### config.mk
export PLATFORM = sky130hd
export DESIGN_NAME = pcle_ctrl
export DESIGN_NICKNAME = d
export VERILOG_FILES = /design/src/rtl/core/pcle_pkg.sv /design/src/rtl/core/pcle_ctrl.sv
export SDC_FILE = /design/constraint.sdc
export NUM_CORES = 1
export LEC_CHECK = 0
export BUFFER_PORTS_ARGS = -buffer_cell sky130_fd_sc_hd__buf_2
export CORE_UTILIZATION = 47
export DETAILED_ROUTE_END_ITERATION = 6
export MAX_ROUTING_LAYER = met4
export PLACE_DENSITY_LB_ADDON = 0.12
export SYNTH_ARGS = -nofsm -noshare
export SYNTH_HDL_FRONTEND = slang
export SYNTH_SLANG_ARGS = --single-unit
export TNS_END_PERCENT = 100
### constraint.sdc
create_clock -name clk -period 1.4 [get_ports clk]
set_input_delay 0.07 -clock clk [delete_from_list [all_inputs] [get_ports clk]]
set_output_delay 0.07 -clock clk [all_outputs]
set_load 0.05 [all_outputs]
### src/rtl/core/pcle_pkg.sv
// ----------------------------------------------------------------------------
// pcle_pkg
// shared types and codes of the positional circular list engine
// ----------------------------------------------------------------------------
package pcle_pkg;

  localparam int CAPACITY_DEF = 256;

  typedef enum logic [2:0] {
    MODE_INSERT = 3'd0,
    MODE_APPEND = 3'd1,
    MODE_REMOVE = 3'd2,
    MODE_SEARCH = 3'd3,
    MODE_GET    = 3'd4,
    MODE_SET    = 3'd5,
    MODE_JOS    = 3'd6
  } mode_t;

  typedef enum logic [2:0] {
    STAT_OK      = 3'd0,
    STAT_BAD_POS = 3'd1,
    STAT_EMPTY   = 3'd2,
    STAT_FULL    = 3'd3,
    STAT_BAD_JOS = 3'd4
  } status_t;

  typedef enum logic [4:0] {
    CMD_NONE,
    CMD_LOAD,
    CMD_CHECK,
    CMD_UP_RD,
    CMD_UP_WR,
    CMD_INS_WR,
    CMD_APP_WR,
    CMD_DN_RD,
    CMD_DN_WR,
    CMD_DEC,
    CMD_S_RD,
    CMD_S_CMP,
    CMD_G_RD,
    CMD_CAP,
    CMD_SET_WR,
    CMD_J_APP,
    CMD_DIV_INIT,
    CMD_DIV_STEP,
    CMD_DROP_INIT,
    CMD_H_RD,
    CMD_FIN
  } cmd_t;

  typedef enum logic [4:0] {
    ST_IDLE,
    ST_CHECK,
    ST_UP_RD,
    ST_UP_WR,
    ST_INS_WR,
    ST_APP,
    ST_DN_RD,
    ST_DN_WR,
    ST_S_RD,
    ST_S_CMP,
    ST_G_RD,
    ST_CAP,
    ST_SET,
    ST_J_APP,
    ST_J_LOOP,
    ST_J_DIV,
    ST_J_DROP,
    ST_H_RD,
    ST_FIN
  } state_t;

  typedef struct packed {
    logic [2:0] mode;
    status_t    err;
    logic       up_done;
    logic       dn_done;
    logic       srch_done;
    logic       match;
    logic       j_last;
    logic       div_last;
    logic       cnt_le1;
    logic       out_busy;
  } dp_stat_t;

endpackage

### src/rtl/core/pcle_ctrl.sv
// ----------------------------------------------------------------------------
// pcle_ctrl
// controller: sequences each operation as datapath commands
// ----------------------------------------------------------------------------
module pcle_ctrl (
  input  logic               clk,
  input  logic               rst_n,
  input  logic               in_valid,
  output logic               in_stall,
  input  pcle_pkg::dp_stat_t stat,
  output pcle_pkg::cmd_t     cmd
);
  import pcle_pkg::*;

  state_t state_r;
  state_t state_nxt;

  always_ff @(posedge clk) begin
    if (!rst_n) begin
      state_r <= ST_IDLE;
    end else begin
      state_r <= state_nxt;
    end
  end

  always_comb begin
    state_nxt = state_r;
    cmd       = CMD_NONE;
    case (state_r)
      ST_IDLE: begin
        if (in_valid) begin
          cmd       = CMD_LOAD;
          state_nxt = ST_CHECK;
        end
      end
      ST_CHECK: begin
        cmd = CMD_CHECK;
        if (stat.err != STAT_OK) begin
          state_nxt = ST_FIN;
        end else begin
          case (stat.mode)
            MODE_INSERT: state_nxt = ST_UP_RD;
            MODE_APPEND: state_nxt = ST_APP;
            MODE_REMOVE: state_nxt = ST_DN_RD;
            MODE_SEARCH: state_nxt = ST_S_RD;
            MODE_GET:    state_nxt = ST_G_RD;
            MODE_SET:    state_nxt = ST_SET;
            MODE_JOS:    state_nxt = ST_J_APP;
            default:     state_nxt = ST_FIN;
          endcase
        end
      end
      ST_UP_RD: begin
        if (stat.up_done) begin
          state_nxt = ST_INS_WR;
        end else begin
          cmd       = CMD_UP_RD;
          state_nxt = ST_UP_WR;
        end
      end
      ST_UP_WR: begin
        cmd       = CMD_UP_WR;
        state_nxt = ST_UP_RD;
      end
      ST_INS_WR: begin
        cmd       = CMD_INS_WR;
        state_nxt = ST_FIN;
      end
      ST_APP: begin
        cmd       = CMD_APP_WR;
        state_nxt = ST_FIN;
      end
      // shared by remove and josephus elimination
      ST_DN_RD: begin
        if (stat.dn_done) begin
          cmd       = CMD_DEC;
          state_nxt = (stat.mode == MODE_JOS) ? ST_J_LOOP : ST_FIN;
        end else begin
          cmd       = CMD_DN_RD;
          state_nxt = ST_DN_WR;
        end
      end
      ST_DN_WR: begin
        cmd       = CMD_DN_WR;
        state_nxt = ST_DN_RD;
      end
      ST_S_RD: begin
        if (stat.srch_done) begin
          state_nxt = ST_FIN;
        end else begin
          cmd       = CMD_S_RD;
          state_nxt = ST_S_CMP;
        end
      end
      ST_S_CMP: begin
        cmd       = CMD_S_CMP;
        state_nxt = stat.match ? ST_FIN : ST_S_RD;
      end
      ST_G_RD: begin
        cmd       = CMD_G_RD;
        state_nxt = ST_CAP;
      end
      ST_CAP: begin
        cmd       = CMD_CAP;
        state_nxt = ST_FIN;
      end
      ST_SET: begin
        cmd       = CMD_SET_WR;
        state_nxt = ST_FIN;
      end
      ST_J_APP: begin
        cmd = CMD_J_APP;
        if (stat.j_last) state_nxt = ST_J_LOOP;
      end
      ST_J_LOOP: begin
        if (stat.cnt_le1) begin
          state_nxt = ST_H_RD;
        end else begin
          cmd       = CMD_DIV_INIT;
          state_nxt = ST_J_DIV;
        end
      end
      ST_J_DIV: begin
        cmd = CMD_DIV_STEP;
        if (stat.div_last) state_nxt = ST_J_DROP;
      end
      ST_J_DROP: begin
        cmd       = CMD_DROP_INIT;
        state_nxt = ST_DN_RD;
      end
      ST_H_RD: begin
        cmd       = CMD_H_RD;
        state_nxt = ST_CAP;
      end
      ST_FIN: begin
        if (!stat.out_busy) begin
          cmd       = CMD_FIN;
          state_nxt = ST_IDLE;
        end
      end
      default: begin
        state_nxt = ST_IDLE;
      end
    endcase
  end

  assign in_stall = state_r != ST_IDLE;

  a_load_idle: assert property (@(posedge clk) disable iff (!rst_n)
    cmd == CMD_LOAD |=> state_r == ST_CHECK)
    else $error("load not followed by check");

  a_fin_idle: assert property (@(posedge clk) disable iff (!rst_n)
    cmd == CMD_FIN |=> !in_stall)
    else $error("block not ready after result");

  a_div_seq: assert property (@(posedge clk) disable iff (!rst_n)
    cmd == CMD_DROP_INIT |-> $past(cmd == CMD_DIV_STEP))
    else $error("drop without finished remainder");

endmodule

# Word level (Yosys, flattened, before mapping)

Index checks and enable logic that the tools add are counted.

Bits in registers: 5
Output and inout port bits: 6
Logic and storage cells: 57

Eq/ne operators: 28
Multiplexer cells: 20
Reductions and logical operators: 8

Operators by type and width:

| kind                                                | count |
|---|---|
| one-hot mux 5 bit (19 select lines)                 | 1 |
| one-hot mux 5 bit (14 select lines)                 | 1 |
| two-way mux 5 bit                                   | 12 |
| equality test 5 x 4 -> 1 bit, second input constant | 8 |
| one-hot mux 5 bit (7 select lines)                  | 1 |
| equality test 5 x 3 -> 1 bit, second input constant | 4 |
| equality test 5 bit, second input constant          | 3 |
| equality test 5 x 2 -> 1 bit, second input constant | 2 |
| equality test 3 bit, second input constant          | 3 |
| two-way mux 4 bit                                   | 2 |
| inequality test 2 bit, second input constant        | 4 |
| equality test 3 x 2 -> 1 bit, second input constant | 2 |
| equality test 5 x 1 -> 1 bit, second input constant | 1 |
| logical NOT 5 bit                                   | 1 |
| nonzero test 5 bit                                  | 1 |
| AND reduction 4 bit                                 | 1 |
| OR reduction 2 bit                                  | 2 |
| OR reduction 4 bit                                  | 1 |
| equality test 3 x 1 -> 1 bit, second input constant | 1 |
| logical NOT 3 bit                                   | 1 |
| two-way mux 3 bit                                   | 1 |
| nonzero test 3 bit                                  | 1 |
| two-way mux 2 bit                                   | 1 |
| two-way mux 1 bit                                   | 1 |

# Logic depth before layout (Yosys ltp)

Depth in word-level cells: 4
Mapped depth: 7
Mapped depth without buffers: 4

# Worst setup path before layout

Ideal clock, no wire load.

Path kind: flip-flop to output port
Start point: reg state_r[2]
End point: out cmd[3]
Data arrival time: 2.098 ns
Path slack: -0.768 ns
Cell stages (with the launch flop): 6
Buffers on the path: 2
Cells stage by stage: dfxtp_1 > buf_2 > buf_2 > nand2_1 > xor2_1 > a211oi_1

Cells in the longest elaborated chain, start to end: 2
Elaborated cells between the ends (all ways): 20
Classes of those cells: 18 x eq/ne; 1 x mux; 1 x reduce/logical

RTL lines:

| what                                              | line            | source |
|---|---|---|
| from (decl)                                       | pcle_ctrl.sv:15 | `state_t state_r;` |
| from (signal assigned)                            | pcle_ctrl.sv:22 | `state_r <= state_nxt;` |
| equality test 5 bit, or another cell as far along | pcle_ctrl.sv:29 | `case (state_r)` |
| one-hot mux 5 bit (19 select lines) (*)           | pcle_ctrl.sv:29 |  |
| to (decl)                                         | pcle_ctrl.sv:11 | `output pcle_pkg::cmd_t cmd` |

Every way passes the cells marked *; elsewhere a longest branch is shown, timed or not.

# Worst setup path in the final report

Start point: reg state_r[3]
End point: out cmd[0]

The elaborated chain is that of the path after synthesis.

==> qor.csv <==
metric,value,unit
peakVddDrop,1.598,mV
comb_power_share,84.6,%
cts_max_path_buffers,2,
min_path_type,primary input to flop,
synth.top_cell.area_share,11.05,%
required,1.33,ns
holdWs,0.09512,ns
setup_viol,11,
yosys.area.top_type,dfxtp_1,
cts_hold_buffers,0,
maxSlewHeadroom,72.27,%
antenna_found_initial,0,
synth.distinct_cells,50,
status,"finished, violations left",
die_area,2107,µm²
crit_fanout,10,
finalCriticalPeriod,1.734,ns
drt_first_pass_iters,7,
reg_top3,state_r (5),
final_area,1680,µm²
p_total,3.121,mW
largest-register,state_r,
pin_count,23,
grt_pass1_wl,6030,µm
switching_share,52.49,%
largest_reg_flops,5,
synth_area,905.9,µm²
pwr-share-seq,8.7,%
path_cells,buf_4 > nor2b_2 > a21oi_1 > o22ai_4 > buf_6,
dp_hpwl,2325,µm
clockPowerShare,6.7,%
syn_area_per_cell,7.022,µm²
overflow,0,
fp.dieW,45.90,µm
end_kind,output pin,
vias,1643,
fp.dieH,45.90,µm
finalClockSkew,0.008086,ns
start_util,51.35,%
ys_ff_latch,5,
drive_gt1_share,59.24,%
finalHoldViolCount,0,
violations,setup timing,
cts_buffers,3,
critical-path-top-delay-family,compound AO/OA/AOI/OAI gates,
fin_ws,-0.3340,ns
clk_pin_slew_worst_paths,0.06,ns
cp_num_buf_inv,2,
cts.sinks,5,
p_int,1.483,mW
remaining_drc_errors,0,
insertion_delay,0.28,ns
power.density,1858,nW/µm²
maxCapViolCount,0,
p_leak,0.7021,nW
wire_per_inst,28.80,µm
syn_inst,129,
clock-root-buffer,clkbuf_4,
worst_slew_pin_slew,0.4117,ns
totalWireLength,6020,µm
slowest_delay,0.39,ns
place_congestion,0.9907,
final_nets,202,
critPathLaunchType,flop,
synth_edf_count,0,
core_area,1764,µm²
synth_area_leaders,"dfxtp_1 (11%), buf_2 (5.5%), nor2_1 (5.0%)",
synth_most_common_cell,nor2_1,
rsz0062_at_grt,yes,
p_switching,1.638,mW
async_reset_ff_share,0,%
grtUsageTotal,42.08,%
max_freq,0.5767,GHz
critPathKind,flop to output pin,
grt_pass1_vias,1234,
grt_max_degree,20,
num_antenna_cells,0,
yosysSeqAreaShare,11.05,%
cp_data_arrival_time,1.66,ns
synth_flop_cell,dfxtp_1,
area_growth,85.50,%
final.period_utilization,123.9,%
port-buffer-count,22,
htreeDepth,1,
drt_first_iter_violations,248,
pre_cts_ws,-0.1621,ns
synth_nets,146,
final_util,95.25,%
slew_viol_final,0,
synthTopCellsByCount,"nor2_1 (12), buf_2 (10), nand2_1 (8), o21ai_0 (8), a21oi_1 (6)",
ant_nets,0,
placed_area,1287,µm²
vias_per_cell,7.861,
ys_warn_count,0,
cts_tree,yes,
crit_slowest_cell,dfxtp_4,
rows,15,
[area by class of cell]
| class | instances | area, µm² |
|---|---|---|
| Tap cell | 25 | 31.28 |
| Clock buffer | 4 | 26.28 |
| Inverter | 4 | 17.52 |
| Fill cell | 43 | 83.83 |
| Sequential cell | 5 | 118.9 |
| Timing Repair Buffer | 64 | 581.8 |
| Multi-Input combinational cell | 107 | 904.6 |
[cell families after synthesis]
group	synth area share, %
AOI/OAI and AO/OA	38.40
and+or+nand+nor	33.84
buffers and inverters	9.254
muxes	4.558
xor gates and xnor gates	2.901
DFF	11.05
[repair_timing]
item / 4_1_cts / 5_1_grt
hold endpoints to repair: 0 / 0
gates cloned: 0 / 0
resized for setup: 48 / 21
buffers inserted: 7 / 6
pin swaps: 15 / 6
endpoints found under the setup margin: 11 / 11
[power groups by stage]
stage | clock network, mW | registers (mW) | logic (mW)
2_1_floorplan | 0 | 0.206 | 1.28
3_3_place_gp | 0 | 0.235 | 1.71
3_5_place_dp | 0 | 0.239 | 1.75
4_1_cts | 0.176 | 0.257 | 2.14
5_1_grt | 0.210 | 0.270 | 2.68
6_report | 0.208 | 0.271 | 2.64
[stage by stage]
step	TNS (ns)	std cells
3_5_place_dp	-0.7637	193
6_report	-2.526	209
4_1_cts	-1.191	203
3_3_place_gp	-0.6468	193
5_1_grt	-2.887	209
2_1_floorplan	-0.2280	129
[worst paths after layout]
kind / start / cells after the start / slack, ns / endpoint
worst max-delay path: state_r[3] / 5 / -0.33 / cmd[0]
worst min-delay path: rst_n / 3 / 0.1 / state_r[1]
worst max register to register: state_r[0] / 7 / -0.30 / state_r[3]
worst min register to register: state_r[2] / 3 / 0.85 / state_r[3]
[cell usage in the layout (no fill, tap or decap), types with 4 or more instances in the layout]
cell     instances
a21oi_1          4
a32o_2           4
buf_12           5
buf_2           16
buf_4           22
buf_6           21
dfxtp_4          5
nand2_1          5
nand3_1          5
nor2_1           7
nor2_4           4
o21ai_0          5
[worst min-delay path, cell delays in order]
cell and delay [ns]:
buf_2 0.11, inv_1 0.10, a311oi_1 0.05
[routing by layer]
metal	track usage (%)	routed length (µm)	up-vias
met5	-	0	-
met4	20.59	811	0
met3	10.71	971	108
met2	63.94	2380	221
met1	51.06	1857	712
li1	-	-	602
Note: power is estimated with default switching activity, not from simulation.
